### src/bcsl_pkg.sv
package bcsl_pkg;

  // direction codes
  localparam logic [1:0] DIR_UNKNOWN = 2'd0;
  localparam logic [1:0] DIR_FWD     = 2'd1;
  localparam logic [1:0] DIR_REV     = 2'd2;

  // drive mode codes
  localparam logic [1:0] MODE_STOP = 2'd0;
  localparam logic [1:0] MODE_FWD  = 2'd1;
  localparam logic [1:0] MODE_REV  = 2'd2;

  // register indexes
  localparam int unsigned CFG_INDEX_W = 3;
  localparam int unsigned CFG_DATA_W  = 24;
  localparam logic [CFG_INDEX_W-1:0] REG_ROTOR_ORIGIN = 3'd0;
  localparam logic [CFG_INDEX_W-1:0] REG_DRIVE_MODE   = 3'd1;
  localparam logic [CFG_INDEX_W-1:0] REG_TARGET_TICKS = 3'd2;
  localparam logic [CFG_INDEX_W-1:0] REG_COUNTS_WIN   = 3'd3;
  localparam logic [CFG_INDEX_W-1:0] REG_GAIN_P       = 3'd4;
  localparam logic [CFG_INDEX_W-1:0] REG_GAIN_I       = 3'd5;
  localparam logic [CFG_INDEX_W-1:0] REG_GAIN_D       = 3'd6;

  // register reset values
  localparam logic [15:0] COUNTS_WIN_RESET = 16'd120;
  localparam logic [15:0] GAIN_P_RESET     = 16'd256;
  localparam logic [5:0]  DRIVE_RESET      = 6'h12;

  // fixed-point widths of the speed loop
  localparam int unsigned ERR_W   = 25;
  localparam int unsigned INTEG_W = 32;
  localparam int unsigned DIFF_W  = ERR_W + 1;
  localparam int unsigned GAIN_W  = 16;
  localparam int unsigned DUTY_W  = 16;
  localparam int unsigned PP_W    = GAIN_W + ERR_W;
  localparam int unsigned PI_W    = GAIN_W + INTEG_W;
  localparam int unsigned PD_W    = GAIN_W + DIFF_W;

  localparam logic signed [ERR_W-1:0] ERR_MAX = {1'b0, {(ERR_W-1){1'b1}}};
  localparam logic signed [ERR_W-1:0] ERR_MIN = {1'b1, {(ERR_W-1){1'b0}}};
  localparam logic signed [INTEG_W-1:0] INTEG_MAX = {1'b0, {(INTEG_W-1){1'b1}}};
  localparam logic signed [INTEG_W-1:0] INTEG_MIN = {1'b1, {(INTEG_W-1){1'b0}}};

  // result queue depth
  localparam int unsigned FIFO_DEPTH = 8;
  localparam int unsigned FIFO_PTR_W = $clog2(FIFO_DEPTH);
  localparam int unsigned FIFO_CNT_W = $clog2(FIFO_DEPTH + 1);

  typedef struct packed {
    logic [2:0]              rotor_origin;
    logic [1:0]              drive_mode;
    logic [23:0]             target_ticks;
    logic [15:0]             counts_per_window;
    logic signed [GAIN_W-1:0] gain_p;
    logic signed [GAIN_W-1:0] gain_i;
    logic signed [GAIN_W-1:0] gain_d;
  } cfg_t;

  typedef struct packed {
    logic hall_one;
    logic hall_two;
    logic hall_three;
    logic quad_a;
    logic quad_b;
  } tick_in_t;

  typedef struct packed {
    logic [5:0]         drive_word;
    logic signed [31:0] position;
    logic [1:0]         direction;
    logic               speed_updated;
  } tick_res_t;

  typedef struct packed {
    logic                      zero_duty;
    logic signed [ERR_W-1:0]   err;
    logic signed [INTEG_W-1:0] integral;
    logic signed [DIFF_W-1:0]  diff;
  } pid_op_t;

  typedef struct packed {
    logic [5:0]         drive_word;
    logic [DUTY_W-1:0]  duty;
    logic signed [31:0] position;
    logic [1:0]         direction;
    logic               speed_updated;
  } out_item_t;

  // hall code to rotor state
  function automatic logic [2:0] rotor_map(input logic [2:0] code);
    logic [2:0] r;
    case (code)
      3'd0:    r = 3'd7;
      3'd1:    r = 3'd5;
      3'd2:    r = 3'd3;
      3'd3:    r = 3'd4;
      3'd4:    r = 3'd1;
      3'd5:    r = 3'd0;
      3'd6:    r = 3'd2;
      default: r = 3'd7;
    endcase
    return r;
  endfunction

  // drive state to phase legs
  function automatic logic [5:0] drive_map(input logic [2:0] st);
    logic [5:0] w;
    case (st)
      3'd0:    w = 6'h12;
      3'd1:    w = 6'h18;
      3'd2:    w = 6'h09;
      3'd3:    w = 6'h21;
      3'd4:    w = 6'h24;
      3'd5:    w = 6'h06;
      default: w = 6'h00;
    endcase
    return w;
  endfunction

  // remainder by six for values up to fifteen
  function automatic logic [2:0] mod6(input logic [3:0] s);
    logic [3:0] r;
    if (s >= 4'd12) begin
      r = s - 4'd12;
    end else if (s >= 4'd6) begin
      r = s - 4'd6;
    end else begin
      r = s;
    end
    return r[2:0];
  endfunction

  function automatic logic [1:0] mode_dir(input logic [1:0] mode);
    logic [1:0] d;
    case (mode)
      MODE_FWD: d = DIR_FWD;
      MODE_REV: d = DIR_REV;
      default:  d = DIR_UNKNOWN;
    endcase
    return d;
  endfunction

  function automatic logic signed [2:0] mode_lead(input logic [1:0] mode);
    logic signed [2:0] l;
    case (mode)
      MODE_FWD: l = 3'sd1;
      MODE_REV: l = -3'sd2;
      default:  l = 3'sd0;
    endcase
    return l;
  endfunction

endpackage

### src/bcsl_pid.sv
module bcsl_pid (
  input  logic                clk,
  input  logic                rst,
  input  bcsl_pkg::cfg_t      cfg,
  input  logic                duty_clear,
  input  logic                op_valid,
  input  bcsl_pkg::tick_res_t res,
  input  bcsl_pkg::pid_op_t   op,
  output logic                push,
  output bcsl_pkg::out_item_t item
);
  import bcsl_pkg::*;

  localparam int unsigned SUM_W = PI_W + 2;
  localparam int unsigned DACC_W = SUM_W + 1;

  // product stage
  logic                   v2;
  tick_res_t              res2;
  logic                   zero2;
  logic signed [PP_W-1:0] pp;
  logic signed [PI_W-1:0] pi;
  logic signed [PD_W-1:0] pd;

  logic [DUTY_W-1:0]        duty_acc;
  logic [DUTY_W-1:0]        duty_clamp;
  logic [DUTY_W-1:0]        duty_acc_next;
  logic signed [SUM_W-1:0]  sum;
  logic signed [SUM_W-1:0]  corr;
  logic signed [DACC_W-1:0] dsum;

  always_ff @(posedge clk) begin
    if (rst) begin
      v2 <= 1'b0;
    end else begin
      v2 <= op_valid;
    end
    if (op_valid) begin
      res2  <= res;
      zero2 <= op.zero_duty;
      pp    <= cfg.gain_p * op.err;
      pi    <= cfg.gain_i * op.integral;
      pd    <= cfg.gain_d * op.diff;
    end
  end

  // correction, floor by 256, accumulate and clamp
  always_comb begin
    sum  = SUM_W'(pp) + SUM_W'(pi) + SUM_W'(pd);
    corr = sum >>> 8;
    dsum = $signed({{(DACC_W-DUTY_W){1'b0}}, duty_acc}) + DACC_W'(corr);
    if (dsum[DACC_W-1]) begin
      duty_clamp = '0;
    end else if (|dsum[DACC_W-2:DUTY_W]) begin
      duty_clamp = {DUTY_W{1'b1}};
    end else begin
      duty_clamp = dsum[DUTY_W-1:0];
    end
    if (v2 && res2.speed_updated) begin
      duty_acc_next = zero2 ? '0 : duty_clamp;
    end else begin
      duty_acc_next = duty_acc;
    end
  end

  always_ff @(posedge clk) begin
    if (rst) begin
      duty_acc <= '0;
    end else if (duty_clear) begin
      duty_acc <= '0;
    end else begin
      duty_acc <= duty_acc_next;
    end
  end

  // beat toward the result queue
  assign push               = v2;
  assign item.drive_word    = res2.drive_word;
  assign item.duty          = duty_acc_next;
  assign item.position      = res2.position;
  assign item.direction     = res2.direction;
  assign item.speed_updated = res2.speed_updated;

endmodule

### config.mk
export PLATFORM = sky130hd
export DESIGN_NAME = bcsl_pid
export DESIGN_NICKNAME = d
export VERILOG_FILES = /design/src/bcsl_pkg.sv /design/src/bcsl_pid.sv
export SDC_FILE = /design/constraint.sdc
export NUM_CORES = 2
export LEC_CHECK = 0
export ABC_CLOCK_PERIOD_IN_PS = 13800
export BUFFER_PORTS_ARGS = -buffer_cell sky130_fd_sc_hd__buf_2
export CORE_MARGIN = 5
export CORE_UTILIZATION = 40
export DETAILED_ROUTE_END_ITERATION = 16
export PLACE_DENSITY = 0.54
export SLEW_MARGIN = 10
export SYNTH_ARGS = -nofsm -noshare
export SYNTH_HDL_FRONTEND = slang
export SYNTH_SLANG_ARGS = --single-unit
### constraint.sdc
create_clock -name clk -period 13.8 [get_ports clk]
set_input_delay 2.76 -clock clk [delete_from_list [all_inputs] [get_ports clk]]
set_output_delay 2.76 -clock clk [all_outputs]
set_load 0.01 [all_outputs]
Word level (Yosys, flattened, before mapping)
Cells that the tools add are included.

cells by class
  reductions and logical operators = 3
  mux-type cells = 4
  $add $sub $neg = 3
  $mul = 3

operators by type and width
  cell                 count
  $mux W16             4
  $add A49 B42 Y50     1
  $add A41 B48 Y49     1
  $mul A16 B32 Y48     1
  $add A17 B42 Y43     1
  $mul A16 B26 Y42     1
  $mul A16 B25 Y41     1
  $reduce_or A34 Y1    1
  $reduce_or A2 Y1     1
  $logic_and A1 B1 Y1  1

word-level totals
  logic and storage cells = 23
  flip-flop bits (word level) = 190

Depth between registers and ports, before layout
  depth after elaboration = 8
  depth in mapped cells = 28
  gate-level depth less buffers = 27

Worst setup path before layout
No wires, ideal clock.

  path type = input to register
  start point = input port cfg[36] (netlist name)
  end point = register pp[39] (data pin)
  required time = 13.642 ns
  cell stages on the path = 28
  buffers on the path = 2
  setup slack = 3.712 ns
  arrival = 9.930 ns
  cells stage by stage = clkbuf_1 -> clkbuf_1 -> nand2_1 -> fa_1 -> inv_1 -> fa_1 -> inv_1 -> fa_1 -> fa_1 -> inv_1 -> fa_1 -> inv_1 -> fa_1 -> inv_1 -> ha_1 -> a21o_1 -> a21oi_1 -> o21ai_0 -> o32ai_1 -> o311a_1 -> o31a_1 -> nor2b_1 -> o31ai_1 -> a21oi_1 -> a41o_1 -> o41ai_1 -> or4b_2 -> o211ai_1

between the ends
  word-level cells in the longest chain between the ends = 1

RTL lines
  item                  RTL line        source
  start, declared       bcsl_pid.sv:4   input bcsl_pkg::cfg_t cfg,
  $mul A16 B25 Y41      bcsl_pid.sv:41  pp <= cfg.gain_p * op.err;
  end signal, assigned  bcsl_pid.sv:41
  end, declared         bcsl_pid.sv:21  logic signed [PP_W-1:0] pp;

Every way passes these cells.
A chain may end at the register's enable or synchronous reset.

Worst setup path in the final report
  start point = input port cfg[33] (netlist name)
  end point = register pp[39] (data pin)

Same word-level chain as after synthesis.

==> run metrics <==
status=finished, final reports clean; Die W=390.1 µm; critical path type=in -> reg; # fillers=14.44k; antenna violations before repair=5; Final min period=10.93 ns; Sum Neg Setup Slack=0 ns; hpwl dp=119100 µm; post-synthesis sequential area ratio=9.576%; initial core utilization=40.24%; global routing's busiest layer=met2; Cell Area, Synth=57800 µm²; CTS Sinks=190; DR DRC count=0; Reg2Reg Depth=25; post-CTS sizing=0; Clk Latency, worst-skew pair=0.46 ns; Peak Freq=91.50 MHz; Routed Antenna Nets=0; met1 GRT Util=25.39%; met3 Usage GRT=1.695%; # IOs=280; maximum fanout along the worst path=25; Yosys reg bits=190; DR WL/cell=18.03 µm; largest cells by area after synthesis=fa_1 (46%), inv_1 (9.6%), edfxtp_1 (9.0%); Final Core Density=42.50%; Routability Congestion=0.8298; Slew HR=29.73%; commonest cells after routing, fill and taps aside=inv_1 (1472), fa_1 (1324), nand2_1 (846); Post-synth EDFFs=173; vias=40.73k; Hold Path Class=reg -> reg; WL final=146200 µm; Die Y=390.1 µm; CTS buffer count=17; CP required=14.02 ns; Yosys top cell area share=45.86%; DR pass1 iterations=7; ys flop type=edfxtp_1; initial DRC count=1846; first-pass GRT wire length=239000 µm; Arr. time, crit path=11.15 ns; Net count, final=8113; placed cell count=8071; met2 usage=35.55%; fin. max-slew vios=0; WHS Path Cells=2; commonest non-fill, non-tap cell in the layout=inv_1; gr usage total=19.75%; Reg clk slew, reported paths=0.08 ns; Overflow after GRT=0; type of origin of the critical path=input port; fraction of layout cells with a size suffix above 1=5.452%; unique cell type count in the Yosys netlist=105; vias per std cell=5.024; fin cells=8107; Syn Area/Cell=9.371 µm²; RSZ-0062 raised after global routing=no; total nets after synthesis=8094; Least-Margin Pin Slew=1.048 ns; die area=152200 µm²; Setup-failing EPs final=0; vias in the first global route=44.34k; CTS tree=yes; Final period util=79.20%; largest net degree at the start of global routing=108; CTS max path bufs=2; Clock H-tree levels=4; Hold Fails Final Rpt=0; Multi-input gate area=45750 µm²; core box area=143700 µm²; Area Growth Syn to Fin=5.624%; IO buf count=234; Synth async-reset ratio=0%; Worst Setup End Kind=flop; Ys Warns=0; Yosys top cell by area=fa_1; Root Buffer=clkbuf_16; Syn Inst Count=6168; Fin Clk Skew=0.01524 ns; FF/Latch Area=5535 µm²; max_cap viols=0; Rows=139; CTS Hold Bufs=0; postcts setup bufs=0
[final cells by class]
class                      count  share of cell area [%]
clock buffer                  17                  0.6968
clock inverter                15                  0.3136
tap                         1903                   3.900
timing repair buffer         241                   2.015
multi-input combinational   4264                   74.94
sequential                   190                   9.067
inverter                    1473                   9.056
antenna                        4                 0.01640
[through the flow]
step	setup WS [ns]	hold slack, ns	area, µm²
after floorplan	3.712	0.5689	57800
after global placement	2.595	0.5934	60430
after detailed placement	2.425	0.6023	60430
after CTS	2.916	0.6138	61040
after global routing	2.362	0.6426	61050
final	2.871	0.6149	61050
[synth_stat cells (15+ instances only)]
library cell	n
nand3_1	35
a211oi_1	42
nor2_1	142
a21o_1	81
nor2b_1	25
o21ai_0	75
o21bai_1	22
edfxtp_1	173
o21a_1	36
fa_1	1324
nand4_1	22
ha_1	380
and3_1	18
xnor2_1	127
inv_1	1472
nand2_1	846
clkbuf_1	218
o211ai_1	15
xor2_1	48
and2_1	506
nor3_1	37
dfxtp_1	17
a21oi_1	182
nand2b_1	79
[registers in the layout (all words and copies together), names as in the netlist]
register	cells
zero2	1
duty_acc	16
item	41
push	1
pp	41
pi	48
pd	42
[worst max-delay path, cell delays in order]
cell and delay, ns:
buf_2 0.43, nand2_1 0.17, fa_1 0.57, inv_1 0.06, fa_1 0.53, inv_1 0.05
fa_1 0.49, fa_1 0.55, inv_1 0.06, fa_1 0.49, inv_1 0.05, fa_1 0.48
inv_1 0.04, ha_1 0.33, a21o_1 0.20, a21oi_1 0.17, o21ai_0 0.14, o32ai_1 0.59
o311a_1 0.33, o31a_1 0.21, nor2b_1 0.08, o31ai_1 0.42, a21oi_1 0.20, a41o_1 0.30
o41ai_1 0.56, or4b_2 0.65, o211ai_1 0.23
[logic make-up (layout without fill, tap and decap cells)]
logic type,count (synthesis),in the layout,share of synthesized area [%]
and+or+nand+nor,1782,1782,15.07
buffers and inverters,1714,1746,11.27
adders and majority gates,1704,1704,54.08
AOI/OAI and AO/OA,593,593,7.128
DFF,190,190,9.576
xor gates and xnor gates,177,177,2.727
muxes,8,8,0.1407
other,0,4,0
[per-layer routing]
| layer | share of wire, % | wire [µm] | vias up |
|---|---|---|---|
| met2 | 52 | 75380 | 790 |
| met1 | 42 | 61090 | 21189 |
| met5 | 0.0089 | 13 | - |
| met4 | 3.3 | 4799 | 2 |
| li1 | - | - | 18540 |
| met3 | 3.3 | 4883 | 207 |
[path summary, 6_finish.rpt]
| check | end | slack, ns | start |
|---|---|---|---|
| setup / recovery | pp[39] | 2.87 | cfg[33] |
| hold / removal | duty_acc[3] | 0.61 | duty_acc[3] |
| setup reg to reg | duty_acc[15] | 6.60 | pi[4] |
| hold reg to reg | duty_acc[3] | 0.61 | duty_acc[3] |
Power is left out: the tool's default activity adds up to more than one toggle a clock period on the data nets, which glitch-free logic cannot reach.
