## src/bcsl_pkg.sv

```systemverilog
package bcsl_pkg;

  // direction codes
  localparam logic [1:0] DIR_UNKNOWN = 2'd0;
  localparam logic [1:0] DIR_FWD     = 2'd1;
  localparam logic [1:0] DIR_REV     = 2'd2;

  // drive mode codes
  localparam logic [1:0] MODE_STOP = 2'd0;
  localparam logic [1:0] MODE_FWD  = 2'd1;
  localparam logic [1:0] MODE_REV  = 2'd2;

  // register indexes
  localparam int unsigned CFG_INDEX_W = 3;
  localparam int unsigned CFG_DATA_W  = 24;
  localparam logic [CFG_INDEX_W-1:0] REG_ROTOR_ORIGIN = 3'd0;
  localparam logic [CFG_INDEX_W-1:0] REG_DRIVE_MODE   = 3'd1;
  localparam logic [CFG_INDEX_W-1:0] REG_TARGET_TICKS = 3'd2;
  localparam logic [CFG_INDEX_W-1:0] REG_COUNTS_WIN   = 3'd3;
  localparam logic [CFG_INDEX_W-1:0] REG_GAIN_P       = 3'd4;
  localparam logic [CFG_INDEX_W-1:0] REG_GAIN_I       = 3'd5;
  localparam logic [CFG_INDEX_W-1:0] REG_GAIN_D       = 3'd6;

  // register reset values
  localparam logic [15:0] COUNTS_WIN_RESET = 16'd120;
  localparam logic [15:0] GAIN_P_RESET     = 16'd256;
  localparam logic [5:0]  DRIVE_RESET      = 6'h12;

  // fixed-point widths of the speed loop
  localparam int unsigned ERR_W   = 25;
  localparam int unsigned INTEG_W = 32;
  localparam int unsigned DIFF_W  = ERR_W + 1;
  localparam int unsigned GAIN_W  = 16;
  localparam int unsigned DUTY_W  = 16;
  localparam int unsigned PP_W    = GAIN_W + ERR_W;
  localparam int unsigned PI_W    = GAIN_W + INTEG_W;
  localparam int unsigned PD_W    = GAIN_W + DIFF_W;

  localparam logic signed [ERR_W-1:0] ERR_MAX = {1'b0, {(ERR_W-1){1'b1}}};
  localparam logic signed [ERR_W-1:0] ERR_MIN = {1'b1, {(ERR_W-1){1'b0}}};
  localparam logic signed [INTEG_W-1:0] INTEG_MAX = {1'b0, {(INTEG_W-1){1'b1}}};
  localparam logic signed [INTEG_W-1:0] INTEG_MIN = {1'b1, {(INTEG_W-1){1'b0}}};

  // result queue depth
  localparam int unsigned FIFO_DEPTH = 8;
  localparam int unsigned FIFO_PTR_W = $clog2(FIFO_DEPTH);
  localparam int unsigned FIFO_CNT_W = $clog2(FIFO_DEPTH + 1);

  typedef struct packed {
    logic [2:0]              rotor_origin;
    logic [1:0]              drive_mode;
    logic [23:0]             target_ticks;
    logic [15:0]             counts_per_window;
    logic signed [GAIN_W-1:0] gain_p;
    logic signed [GAIN_W-1:0] gain_i;
    logic signed [GAIN_W-1:0] gain_d;
  } cfg_t;

  typedef struct packed {
    logic hall_one;
    logic hall_two;
    logic hall_three;
    logic quad_a;
    logic quad_b;
  } tick_in_t;

  typedef struct packed {
    logic [5:0]         drive_word;
    logic signed [31:0] position;
    logic [1:0]         direction;
    logic               speed_updated;
  } tick_res_t;

  typedef struct packed {
    logic                      zero_duty;
    logic signed [ERR_W-1:0]   err;
    logic signed [INTEG_W-1:0] integral;
    logic signed [DIFF_W-1:0]  diff;
  } pid_op_t;

  typedef struct packed {
    logic [5:0]         drive_word;
    logic [DUTY_W-1:0]  duty;
    logic signed [31:0] position;
    logic [1:0]         direction;
    logic               speed_updated;
  } out_item_t;

  // hall code to rotor state
  function automatic logic [2:0] rotor_map(input logic [2:0] code);
    logic [2:0] r;
    case (code)
      3'd0:    r = 3'd7;
      3'd1:    r = 3'd5;
      3'd2:    r = 3'd3;
      3'd3:    r = 3'd4;
      3'd4:    r = 3'd1;
      3'd5:    r = 3'd0;
      3'd6:    r = 3'd2;
      default: r = 3'd7;
    endcase
    return r;
  endfunction

  // drive state to phase legs
  function automatic logic [5:0] drive_map(input logic [2:0] st);
    logic [5:0] w;
    case (st)
      3'd0:    w = 6'h12;
      3'd1:    w = 6'h18;
      3'd2:    w = 6'h09;
      3'd3:    w = 6'h21;
      3'd4:    w = 6'h24;
      3'd5:    w = 6'h06;
      default: w = 6'h00;
    endcase
    return w;
  endfunction

  // remainder by six for values up to fifteen
  function automatic logic [2:0] mod6(input logic [3:0] s);
    logic [3:0] r;
    if (s >= 4'd12) begin
      r = s - 4'd12;
    end else if (s >= 4'd6) begin
      r = s - 4'd6;
    end else begin
      r = s;
    end
    return r[2:0];
  endfunction

  function automatic logic [1:0] mode_dir(input logic [1:0] mode);
    logic [1:0] d;
    case (mode)
      MODE_FWD: d = DIR_FWD;
      MODE_REV: d = DIR_REV;
      default:  d = DIR_UNKNOWN;
    endcase
    return d;
  endfunction

  function automatic logic signed [2:0] mode_lead(input logic [1:0] mode);
    logic signed [2:0] l;
    case (mode)
      MODE_FWD: l = 3'sd1;
      MODE_REV: l = -3'sd2;
      default:  l = 3'sd0;
    endcase
    return l;
  endfunction

endpackage

```

## src/bcsl_if.sv

```systemverilog


interface bcsl_out_if;
  logic              valid;
  logic              ready;
  logic [5:0]        drive_word;
  logic [15:0]       duty;
  logic signed [31:0] position;
  logic [1:0]        direction;
  logic              speed_updated;

  modport source(output valid, drive_word, duty, position, direction, speed_updated,
                 input ready);
  modport sink(input valid, drive_word, duty, position, direction, speed_updated,
               output ready);
endinterface

```

## src/bcsl_out_fifo.sv

```systemverilog
module bcsl_out_fifo (
  input  logic                          clk,
  input  logic                          rst,
  input  logic                          push,
  input  bcsl_pkg::out_item_t           item,
  output logic [bcsl_pkg::FIFO_CNT_W-1:0] fill,
  bcsl_out_if.source                    out
);
  import bcsl_pkg::*;

  out_item_t             mem [FIFO_DEPTH];
  logic [FIFO_PTR_W-1:0] wr_ptr;
  logic [FIFO_PTR_W-1:0] rd_ptr;
  logic                  pop;
  out_item_t             head;

  assign pop  = out.valid && out.ready;
  assign head = mem[rd_ptr];

  always_ff @(posedge clk) begin
    if (rst) begin
      wr_ptr <= '0;
      rd_ptr <= '0;
      fill   <= '0;
    end else begin
      if (push) begin
        wr_ptr <= wr_ptr + FIFO_PTR_W'(1);
      end
      if (pop) begin
        rd_ptr <= rd_ptr + FIFO_PTR_W'(1);
      end
      fill <= fill + FIFO_CNT_W'(push) - FIFO_CNT_W'(pop);
    end
  end

  always_ff @(posedge clk) begin
    if (push) begin
      mem[wr_ptr] <= item;
    end
  end

  // head of queue drives the output channel
  assign out.valid         = (fill != '0);
  assign out.drive_word    = head.drive_word;
  assign out.duty          = head.duty;
  assign out.position      = head.position;
  assign out.direction     = head.direction;
  assign out.speed_updated = head.speed_updated;

endmodule

```

## src/flat_wrapper.sv

```systemverilog
// flat-port wrapper written by rule: the top's interface ports become plain ports
module bcsl_out_fifo_flat import bcsl_pkg::*;
  (clk, rst, push, item, fill, out_valid, out_drive_word, out_duty, out_position, out_direction, out_speed_updated, out_ready);
  bcsl_out_if out_i ();
  input  logic clk;
  input  logic rst;
  input  logic push;
  input  bcsl_pkg::out_item_t item;
  output logic [bcsl_pkg::FIFO_CNT_W-1:0] fill;
  output wire logic [$bits(out_i.valid)-1:0] out_valid;
  output wire logic [$bits(out_i.drive_word)-1:0] out_drive_word;
  output wire logic [$bits(out_i.duty)-1:0] out_duty;
  output wire logic [$bits(out_i.position)-1:0] out_position;
  output wire logic [$bits(out_i.direction)-1:0] out_direction;
  output wire logic [$bits(out_i.speed_updated)-1:0] out_speed_updated;
  input wire logic [$bits(out_i.ready)-1:0] out_ready;
  assign out_valid = out_i.valid;
  assign out_drive_word = out_i.drive_word;
  assign out_duty = out_i.duty;
  assign out_position = out_i.position;
  assign out_direction = out_i.direction;
  assign out_speed_updated = out_i.speed_updated;
  assign out_i.ready = out_ready;
  bcsl_out_fifo u_core (.clk(clk), .rst(rst), .push(push), .item(item), .fill(fill), .out(out_i));
endmodule
```

## config.mk

```make
export PLATFORM = sky130hd
export DESIGN_NAME = bcsl_out_fifo_flat
export DESIGN_NICKNAME = d
export VERILOG_FILES = /design/src/bcsl_pkg.sv /design/src/bcsl_if.sv /design/src/bcsl_out_fifo.sv /design/src/flat_wrapper.sv
export SDC_FILE = /design/constraint.sdc
export NUM_CORES = 1
export LEC_CHECK = 0
export ABC_AREA = 1
export BUFFER_PORTS_ARGS = -buffer_cell sky130_fd_sc_hd__buf_4
export CORE_ASPECT_RATIO = 1.75
export CORE_UTILIZATION = 50
export CTS_BUF_LIST = sky130_fd_sc_hd__clkbuf_16
export DETAILED_ROUTE_END_ITERATION = 10
export PLACE_DENSITY = 0.68
export SLEW_MARGIN = 10
export SYNTH_ARGS = -nofsm -noshare
export SYNTH_HDL_FRONTEND = slang
export SYNTH_SLANG_ARGS = --single-unit
```

## constraint.sdc

```tcl
create_clock -name clk -period 9.7 [get_ports clk]
set_clock_uncertainty 0.15 [all_clocks]
set_input_delay 0.485 -clock clk [delete_from_list [all_inputs] [get_ports clk]]
set_output_delay 0.485 -clock clk [all_outputs]
set_load 0.02 [all_outputs]
```

; ---- After elaboration in Yosys (flattened, before gate mapping)
; Memory sizes are Yosys's and may differ from the RTL's. A register that Yosys moved wholly into a read port is not among the register bits.
; Index checks and enable logic that the tools add are counted.
[op_classes]
n_addsub = 4
mux = 4
n_reduce_logical = 2
[ops]
columns = operator, n
row1 = $add 3x1->3 const B, 2
row2 = $mux 3, 2
row3 = $add 4x1->4, 1
row4 = $reduce_bool 4->1, 1
row5 = $sub 4x1->4, 1
row6 = $mux 1, 2
row7 = $logic_and 1x1->1, 1
[totals]
register_bits = 10
mem_bits_rw = 456
input_bits = 61
out_inout_bits = 62
elab_cells = 14
memories = 1
[memory_table]
columns = name, words, width, rd, rd_clocked_by_memory_dff, wr, line_no
row1 = u_core.mem, 8, 57, 1, 1, 1, bcsl_out_fifo.sv:11  ; out_item_t mem [FIFO_DEPTH];

; ---- Depth between registers and ports, before layout
; Gate-level depths: netlist (run 1).
[logic_depth]
depth_word = 4
depth_mapped = 11
depth_no_buf = 11

; ---- Worst setup path before layout (run 1)
; No wires, ideal clock.
[synth_timing]
path_kind = in2reg
from = input push
to = memory u_core.mem[0][0] (netlist name) (enable)
setup_time_ps = 472
arrival_ps = 3241
t_required_ps = 9078
slack_ps = 5837
path_stages = 3
n_path_buf = 0
path_cell_list = inv_1 > or2_2 > nor2_1
[synth_via]
elab_chain_len = 2
[synth_rtl]
columns = item, line_no
row1 = "start, declared", flat_wrapper.sv:7  ; input logic push;
row2 = $mux 1, bcsl_out_fifo.sv:37  ; if (push) begin
row3 = $mux 1 (not written as such), bcsl_out_fifo.sv:38  ; mem[wr_ptr] <= item;
row4 = "end, declared", bcsl_out_fifo.sv:11
; No other way between the ends.

==> results of run 1 <==
[final cells by class]
cell class	instances	area share
Clock buffer	44	0.0482
Clock inverter	31	0.0114
Inverter	360	0.0595
Multi-Input combinational cell	1088	0.195
Sequential cell	469	0.612
Tap cell	490	0.0269
Timing Repair Buffer	141	0.0468
[cells in the mapped netlist]
cell type	count
inv_2	2
a21boi_0	1
edfxtp_1	456
dfxtp_1	13
or2_2	2
buf_4	1
fa_1	1
nand2_1	872
clkbuf_1	8
inv_1	358
nand3b_1	2
nor2_1	21
buf_1	8
nand3_1	174
buf_2	70
a21oi_1	5
o21ai_0	4
ha_1	6
[state kept, by name (all words and copies together), names as in the netlist, named ones only]
name           cells
u_core.mem       456
u_core.fill        4
u_core.rd_ptr      3
u_core.wr_ptr      3
[worst max-delay path: stages, from the launching register on]
cell and delay (ns):
dfxtp_4 0.58, inv_6 0.85, buf_4 0.91, nand2_1 0.11, nand2_1 0.10, nand2_1 0.06
nand2_1 0.08, nand2_1 0.05, nand2_1 0.16, buf_4 0.17
[final timing paths]
path | cells after the start | from | end | slack [ns]
worst max register to register | 3 | u_core.wr_ptr[0] | u_core.mem[2][41] | 7.07
worst max-delay path | 9 | flop | out_position[20] | 5.25
worst min register to register | 2 | u_core.wr_ptr[0] | u_core.wr_ptr[0] | 0.35
worst min-delay path | 1 | item[21] | u_core.mem[5][21] | 0.02
[cell families after synthesis]
group | after synthesis | share of synthesized area
flops | 469 | 0.693
simple gates | 1071 | 0.211
fa+ha+maj | 7 | 0.00473
buf+inv | 447 | 0.0879
compound gates | 10 | 0.00261
[cells in the final DEF (no fill, tap or decap), drive strengths merged]
master / netlist / routed
nand3: 174 / 174
nor2: 21 / 21
inv: 360 / 376
clkbuf: 8 / 44
edfxtp: 456 / 456
clkinvlp: 0 / 1
or2: 2 / 2
nand2: 872 / 872
a21oi: 5 / 5
dlygate4sd3: 0 / 4
dfxtp: 13 / 13
bufinv: 0 / 5
ha: 6 / 6
nand3b: 2 / 2
clkinv: 0 / 9
buf: 79 / 137
a21boi: 1 / 1
fa: 1 / 1
o21ai: 4 / 4
[metrics by stage]
step,utilization,setup slack (ns),total power [W],instances
floorplan,-,5.84,0.00322,2004
global placement,0.544,5.93,0.00365,2544
finish,0.579,5.25,0.00527,2623
detailed placement,0.544,5.89,0.00368,2544
global route,0.579,5.07,0.00552,2623
CTS,0.579,5.30,0.00531,2623
[repair_timing]
item                                   CTS  global route
endpoints found under the hold margin   20             0
setup buffers                            0             0
hold buffers                             4             0
[routing by layer]
metal | vias up | share of wire | GRT usage
li1 | 6460 | - | -
met1 | 6450 | 0.39 | 0.250
met2 | 365 | 0.52 | 0.398
met3 | 86 | 0.053 | 0.0304
met4 | 0 | 0.032 | 0.101
met5 | - | 0 | 0
[power breakdown]
part	total [W]	switching (W)	internal [W]
Combinational	0.00127	0.000844	0.000426
Sequential	0.00235	0.0000709	0.00228
Clock	0.00164	0.000693	0.000950
Total	0.00527	0.00161	0.00366
==> results.md, run 1 <==
- Die Outline Area: 41100 sq um
- CTS tree: yes
- Input/output buffers: 122
- Signal arrival time at the worst endpoint: 3.82 ns
- Status: completed
- Static leakage: 10.4 nW
- HPWL after detailed placement: 22900 microns
- Setup TNS: 0 ns
- Startpoint kind of the worst setup timing path: flop
- Number of nets in the layout: 2169
- Number of synthesized register bits: 469
- Worst slew pin tran: 1.08 ns
- Fill cell total of the finished layout: 3154
- Area share of the leading cell type in the synthesized netlist: 0.681
- Fraction of the yosys area taken by sequential cells: 0.693
- Area added between synthesis and finish: 13.4%
- Pwr per Cell Area: 231 nW/um^2
- Final global-route overflow total: 0
- CP required: 9.07 ns
- Area of the core: 39400 sq um
- Maximum number of pins on one net before global-route repair: 139
- Shortest clock period the worst path allows after layout: 4.45 ns
- Horizontal die dimension: 154 microns
- Startpoint-to-endpoint class of the critical path: reg2out
- Level count of the clock H-tree: 2
- Count of antenna-violating nets left after detailed routing: 0
- Total vias in the final route: 13400
- Final hold slack: 0.0212 ns
- Tcrit/Tclk final: 0.459
- Area leader, netlist: edfxtp_1
- Number of unique standard cell types used by synthesis: 18
- Combined area of the multi-input logic cells: 4460 sq um
- DRC Markers: 0
- Resized cells post-CTS: 0
- GR Util All Layers: 0.218
- Floorplan die height: 267 microns
- Max-Slew Margin vs Limit: 0.279
- Total clock buffers created by CTS: 41
- Worst-case clock buffer depth: 3
- Number of top-level pins: 123
- Number of hold violations in the final report: 0
- Worst-case vdd ir drop: 0.000199 V
- Class of the tightest hold or removal check: in2reg
- Highest clock rate: 0.225 GHz
- Proportion of layout cells with a drive suffix above 1: 0.0970
- Initial cell density of the core: 0.511
- Warnings, synthesis: 0
- Final-report max-slew violation count: 0
- Initial antenna violation count: 0
- Storage element area: 14000 sq um
- Pre-antenna DRT Iters: 6
- Overall routed net length: 43800 microns
- Maximum fanout along the worst path: 138
- Syn_area_per_cell: 10.0 sq um
- Final Instance Area: 22800 sq um
- Area of the mapped netlist: 20100 sq um
- RSZ-0062 raised after global routing: no
- Average vias per placed instance: 5.09
- Number of antenna repair diodes: 0
- Clock latency of the later-clocked register in the worst-skew pair: 0.54 ns
- Element type at the critical path end: primary output
- Number of nets produced by synthesis: 2072
- Wirelength per Cell: 16.7 microns
- Number of failing setup endpoints in the final timing report: 0
- Most area-consuming cells after synthesis: edfxtp_1 68%, nand2_1 16%, inv_1 6.7%, nand3_1 4.3%, buf_2 1.7%
- Number of violations reported at the end of detailed-routing iteration 0: 966
- Post-synthesis cell count: 2004
- Floorplan row count: 96
- CTS Sinks: 469
- Global-route wire length before repair: 68500 microns
- Maximum capacitance violations: 0
- Final weighted congestion in routability-driven placement: 0.735
- Buffer type at the clock tree root: clkbuf_16
- Placed Instance Area: 21400 sq um
- Number of global-route vias before repair: 13400
- Clock-pin slew reported for the worst setup and hold paths after clock tree synthesis: 0.06 ns
(Power assumes the default switching activity.)
==> run 2: changes to the inputs <==
--- a/config.mk
+++ b/config.mk
@@ -5,7 +5,7 @@
 export SDC_FILE = /design/constraint.sdc
 export NUM_CORES = 1
 export LEC_CHECK = 0
-export ABC_AREA = 1
+export ABC_AREA = 0
 export BUFFER_PORTS_ARGS = -buffer_cell sky130_fd_sc_hd__buf_4
 export CORE_ASPECT_RATIO = 1.75
 export CORE_UTILIZATION = 50
==> constraint.sdc (replaced) <==
create_clock -name clk -period 4.3 [get_ports clk]
set_clock_uncertainty 0.15 [all_clocks]
set_input_delay 0.215 -clock clk [delete_from_list [all_inputs] [get_ports clk]]
set_output_delay 0.215 -clock clk [all_outputs]
set_load 0.02 [all_outputs]
==> results.md, run 2 <==
- CTS tree: yes
- RSZ-0062 raised after global routing: no
- Depth of the critical timing path with buffers and inverters included: 4
- Reg-to-reg endpoint: u_core.fill[1]
- CP peak stage delay: 0.65 ns
- Reg2Reg Setup Slack: 1.90 ns
- Most area-consuming cells after synthesis: edfxtp_1 77%, mux4_2 14%, mux2_2 3.7%, dfxtp_1 1.5%, buf_6 0.44%
- Shortest clock period the worst path allows after layout: 3.09 ns
- Synth cell count leaders: 456 x edfxtp_1, 114 x mux4_2, 59 x mux2_2
- Startpoint kind of the worst setup timing path: flop
- Number of hold violations in the final report: 0
- Tcrit/Tclk final: 0.718
- Combined area of the multi-input logic cells: 3630 sq um
- Utilization after layout: 0.616
- Level count of the clock H-tree: 2
- Syn_area_per_cell: 24.1 sq um
- Storage element area: 14000 sq um
- Maximum capacitance violations: 0
- CTS Sinks: 469
- Warnings, synthesis: 0
- Area of the core: 34700 sq um
- Count of flip-flops with a built-in enable after synthesis: 456
- Number of violations reported at the end of detailed-routing iteration 0: 466
- Worst slew pin tran: 1.01 ns
- Number of top-level pins: 123
- CP required: 3.93 ns
- Highest clock rate: 0.324 GHz
- Count of antenna-violating nets left after detailed routing: 0
- Slack of the critical path: 1.21 ns
- Status: completed
- GR Util All Layers: 0.193
- Initial antenna violation count: 1
- Wirelength per Cell: 23.0 microns
- Share of synthesized flip-flops with an asynchronous set or reset: 0
- Total Power Consumption: 0.0108 W
- Floorplan die height: 251 microns
- Register name with the most flops: u_core.mem
- Horizontal die dimension: 144 microns
- Initial cell density of the core: 0.511
- Die Outline Area: 36200 sq um
- Commonest non-fill, non-tap cell in the layout: edfxtp_1
- Number of global-route vias before repair: 8655
- Number of buffer and inverter instances along the worst setup path: 2
- Worst slack at placement: 1.73 ns
- Total clock buffers created by CTS: 40
- Clock-pin slew reported for the worst setup and hold paths after clock tree synthesis: 0.06 ns
- Final global-route overflow total: 0
- Max stage delay cell, worst path: buf_12
- Beginning of the worst register-to-register path: u_core.fill[2]
- HPWL after detailed placement: 18100 microns
- Predominant post-synthesis flop cell: edfxtp_1
- Resized cells post-CTS: 0
- Class of the tightest hold or removal check: in2reg
- Area added between synthesis and finish: 20.5%
- Total vias in the final route: 7993
- Input/output buffers: 122
- Number of flip-flops in the largest register: 456
- Cell-by-cell listing of the critical path: buf_12, mux4_2, mux2_2, buf_4
- Commonest non-fill, non-tap cells in the layout: 456 x edfxtp_1, 132 x buf_4, 114 x mux4_2
- Pwr per Cell Area: 507 nW/um^2
- Overall routed net length: 33000 microns
- Number of unique standard cell types used by synthesis: 25
- Startpoint-to-endpoint class of the critical path: reg2out
- Floorplan row count: 90
- Max-Slew Margin vs Limit: 0.325
- Clock latency of the later-clocked register in the worst-skew pair: 0.53 ns
- Family of cells with the greatest summed delay on the critical path: multiplexers
- Element type at the critical path end: primary output
- Number of nets in the layout: 1013
- Maximum number of pins on one net before global-route repair: 115
- Worst-case clock buffer depth: 3
- Static leakage: 6.88 nW
- Worst-case vdd ir drop: 0.000415 V
- Largest regs: u_core.mem (456), u_core.fill (4)
- Area leader, netlist: edfxtp_1
- Maximum fanout along the worst path: 114
- Number of synthesized register bits: 469
- Number of failing setup endpoints in the final timing report: 0
- Fraction of the yosys area taken by sequential cells: 0.787
- Number of nets produced by synthesis: 803
- Worst r2r path cells: 10
- Leading cell type by number of instances after synthesis: edfxtp_1
- Area of the mapped netlist: 17700 sq um
- Final weighted congestion in routability-driven placement: 0.686
- DRC Markers: 0
- Final-report max-slew violation count: 0
- Destination of the critical timing path: out_speed_updated
- Global-route wire length before repair: 50700 microns
- Average vias per placed instance: 5.57
- Proportion of layout cells with a drive suffix above 1: 0.395
- Area share of the leading cell type in the synthesized netlist: 0.772
- Signal arrival time at the worst endpoint: 2.72 ns
- Pre-antenna DRT Iters: 4
- Buffer type at the clock tree root: clkbuf_16
- Post-synthesis cell count: 735
- Fill cell total of the finished layout: 2436
- Setup TNS: 0 ns
run 2: per-layer routing:
layer,up-vias,global-route usage,share of wire
met4,0,0.0623,0.020
met1,4248,0.244,0.39
met2,181,0.339,0.55
met5,-,0,0
li1,3517,-,-
met3,47,0.0267,0.042
run 2: worst min-delay path by stage:
| stage | from | end | slack, ns | cells after the start |
|---|---|---|---|---|
| 3_5_place_dp | item[48] | u_core.mem[1][48] | 0.30 | 1 |
| 4_1_cts | item[38] | u_core.mem[4][38] | 0.28 | 2 |
| 3_3_place_gp | item[9] | u_core.mem[1][9] | 0.30 | 1 |
| 5_1_grt | item[27] | u_core.mem[6][27] | 0.30 | 2 |
| 2_1_floorplan | item[0] | u_core.mem[0][0] | 0.16 | 0 |
| 6_report | item[18] | u_core.mem[3][18] | 0.31 | 2 |
run 2: repair_timing:
| item | 4_1_cts | 5_1_grt |
|---|---|---|
| endpoints found under the hold margin | 469 | 0 |
| buffers inserted | 0 | 0 |
| hold buffers | 61 | 0 |
run 2: cell type report:
| class | instances | area share |
|---|---|---|
| clock buffers | 41 | 0.0480 |
| repair buffers | 201 | 0.0824 |
| diodes | 1 | 0.000117 |
| well taps | 460 | 0.0269 |
| flip-flops and latches | 469 | 0.653 |
| multi-input cells | 225 | 0.170 |
| clock inverters | 31 | 0.0180 |
| inverters | 8 | 0.00140 |
run 2: cell families (layout without fill, tap and decap cells):
family / count (synthesis) / count (layout) / synth area share
flops: 469 / 469 / 0.787
mux: 174 / 174 / 0.183
buf+inv: 41 / 281 / 0.0122
simple gates: 31 / 31 / 0.00812
compound gates: 10 / 10 / 0.00303
fa+ha+maj: 7 / 7 / 0.00536
xor+xnor: 3 / 3 / 0.00148
other cells: 0 / 1 / 0
run 2: where the power goes:
group	internal, W	switching [W]	total (W)
Combinational	0.000880	0.000831	0.00171
Clock	0.00228	0.00155	0.00384
Sequential	0.00515	0.000139	0.00529
Total	0.00832	0.00252	0.0108
run 2: stage by stage:
stage	hold slack, ns	cell area [sq um]	instances
2_1_floorplan	0.164	17700	735
3_3_place_gp	0.297	19300	1302
3_5_place_dp	0.301	19300	1302
4_1_cts	0.281	21400	1435
5_1_grt	0.300	21400	1436
6_report	0.305	21400	1436
==> run 3: changes to the inputs <==
--- a/config.mk
+++ b/config.mk
@@ -11,7 +11,7 @@
 export CORE_UTILIZATION = 50
 export CTS_BUF_LIST = sky130_fd_sc_hd__clkbuf_16
 export DETAILED_ROUTE_END_ITERATION = 10
-export PLACE_DENSITY = 0.68
+export PLACE_DENSITY = 0.71
 export SLEW_MARGIN = 10
 export SYNTH_ARGS = -nofsm -noshare
 export SYNTH_HDL_FRONTEND = slang
==> constraint.sdc (replaced) <==
create_clock -name clk -period 2.6 [get_ports clk]
set_clock_uncertainty 0.15 [all_clocks]
set_input_delay 0.13 -clock clk [delete_from_list [all_inputs] [get_ports clk]]
set_output_delay 0.13 -clock clk [all_outputs]
set_load 0.02 [all_outputs]
==> results.md, run 3 (synthesis gave the netlist of run 2 again) <==
- Total vias in the final route: 8024
- CP required: 2.32 ns
- CP peak stage delay: 0.50 ns
- Capture endpoint of the worst hold path: u_core.mem[1][36]
- Reg2Reg Setup Slack: 0.31 ns
- Slack of the critical path: 0.0535 ns
- Maximum capacitance violations: 0
- Switching component of the power: 0.00415 W
- Startpoint kind of the worst setup timing path: flop
- Clock power share: 0.318
- Total clock buffers created by CTS: 40
- Number of hold violations in the final report: 0
- Startpoint-to-endpoint class of the critical path: reg2out
- Cell-by-cell listing of the critical path: buf_4, clkbuf_16, mux4_2, mux2_2, buf_4
- Floorplan row count: 90
- Number of top-level pins: 123
- Final-report max-slew violation count: 0
- Worst slack at placement: 0.292 ns
- Overall routed net length: 33800 microns
- Pre-antenna DRT Iters: 6
- Family of cells with the greatest summed delay on the critical path: multiplexers
- CTS tree: yes
- GR Util All Layers: 0.196
- Static leakage: 6.96 nW
- Shortest clock period the worst path allows after layout: 2.55 ns
- Area added between synthesis and finish: 21.0%
- Input/output buffers: 122
- Horizontal die dimension: 144 microns
- Pwr per Cell Area: 809 nW/um^2
- Worst-case vdd ir drop: 0.000490 V
- Worst slew pin tran: 0.520 ns
- Average vias per placed instance: 5.56
- Commonest non-fill, non-tap cell in the layout: edfxtp_1
- Internal power consumption: 0.0132 W
- Initial antenna violation count: 2
- Switch share: 0.239
- Number of violations reported at the end of detailed-routing iteration 0: 552
- Utilization after layout: 0.619
- Commonest non-fill, non-tap cells in the layout: 456 x edfxtp_1, 126 x buf_4, 114 x mux4_2
- Final weighted congestion in routability-driven placement: 0.677
- Initial cell density of the core: 0.511
- Fill cell total of the finished layout: 2441
- Number of buffer and inverter instances along the worst setup path: 3
- Wirelength per Cell: 23.4 microns
- Placed Instance Area: 19400 sq um
- Worst-case clock buffer depth: 3
- Clock-pin slew reported for the worst setup and hold paths after clock tree synthesis: 0.07 ns
- Cells on Worst Hold Path: 2
- Max stage delay cell, worst path: mux4_2
- Number of flip-flops in the largest register: 456
- Number of nets in the layout: 1023
- HPWL after detailed placement: 17800 microns
- Largest regs: u_core.mem (456), u_core.fill (4)
- Element type at the critical path end: primary output
- Worst r2r path cells: 10
- Level count of the clock H-tree: 2
- RSZ-0062 raised after global routing: yes
- Most used cell, CP: buf_4
- Number of antenna repair diodes: 0
- Maximum number of pins on one net before global-route repair: 58
- Floorplan die height: 251 microns
- Class of the tightest hold or removal check: in2reg
- Maximum fanout along the worst path: 8
- Final hold slack: 0.224 ns
- Proportion of layout cells with a drive suffix above 1: 0.390
- Status: completed
- Highest clock rate: 0.393 GHz
- Buffer type at the clock tree root: clkbuf_16
- Max-Slew Margin vs Limit: 0.653
- Reg-to-reg endpoint: u_core.fill[1]
- Area of the core: 34700 sq um
- Global-route wire length before repair: 51200 microns
- Beginning of the worst register-to-register path: u_core.fill[2]
- Number of failing setup endpoints in the final timing report: 0
- Worst Min Path Start: item[36]
- DRC Markers: 0
- Die Outline Area: 36200 sq um
- Clock latency of the later-clocked register in the worst-skew pair: 0.52 ns
- Part of the total power dissipated in sequential elements: 0.499
- CTS Sinks: 469
- Count of antenna-violating nets left after detailed routing: 0
- Register name with the most flops: u_core.mem
- Tcrit/Tclk final: 0.979
- Final global-route overflow total: 0
- Number of global-route vias before repair: 8703
- Signal arrival time at the worst endpoint: 2.27 ns
- Final Instance Area: 21500 sq um
- Logic pwr share: 0.183
==> run 3: repair_timing <==
item                                    CTS  global route
hold buffers                             61             0
endpoints found under the setup margin   24            37
setup buffers                             3             1
resized for setup                         5            14
cloned                                    2             1
endpoints found under the hold margin   469             0
pin swaps                                 0             0
==> run 3: through the flow <==
stage               total power [W]  TNS [ns]  cells
finish                       0.0174         0   1443
global route                 0.0180    -0.126   1443
CTS                          0.0175   -0.0415   1441
detailed placement           0.0118         0   1305
global placement             0.0118         0   1305
floorplan                    0.0107    -24.01    735
==> run 3: cell type report <==
type	count	area, sq um	share of cell area
repair buffers	211	2030	0.0948
well taps	460	576	0.0268
inverters	8	30.0	0.00140
flip-flops and latches	469	14000	0.651
clock buffers	41	1030	0.0478
multi-input cells	225	3650	0.170
clock inverters	29	171	0.00799
==> run 3: power groups by stage <==
stage               Combinational (W)  Sequential, W  Clock [W]
floorplan                     0.00191        0.00877          0
detailed placement            0.00298        0.00884          0
finish                        0.00318        0.00867    0.00551
global placement              0.00295        0.00883          0
global route                  0.00339        0.00869    0.00589
CTS                           0.00318        0.00868    0.00564
==> run 3: metal layers <==
metal	routed length (microns)	vias to the layer above	GRT usage
li1	-	3542	-
met1	13400	4240	0.245
met2	18300	180	0.352
met3	1300	58	0.0261
met4	816	4	0.0583
met5	25	-	0
==> run 3: worst reg2reg max path: cells and delay by family, from the launching register on <==
kind / cells / cell delay (ns)
AO/OA/AOI/OAI: 1 / 0.12
flip-flops: 1 / 0.31
AND/OR/NAND/NOR: 3 / 0.60
buffers and inverters: 3 / 0.30
adder cells (fa/ha/maj): 3 / 0.76
==> run 3: worst max path at each step <==
stage	endpoint	depth (start not counted)
floorplan	u_core.mem[3][0]	2
global placement	u_core.fill[1]	10
detailed placement	u_core.fill[1]	10
CTS	out_position[11]	5
global route	out_position[23]	4
finish	out_position[0]	5
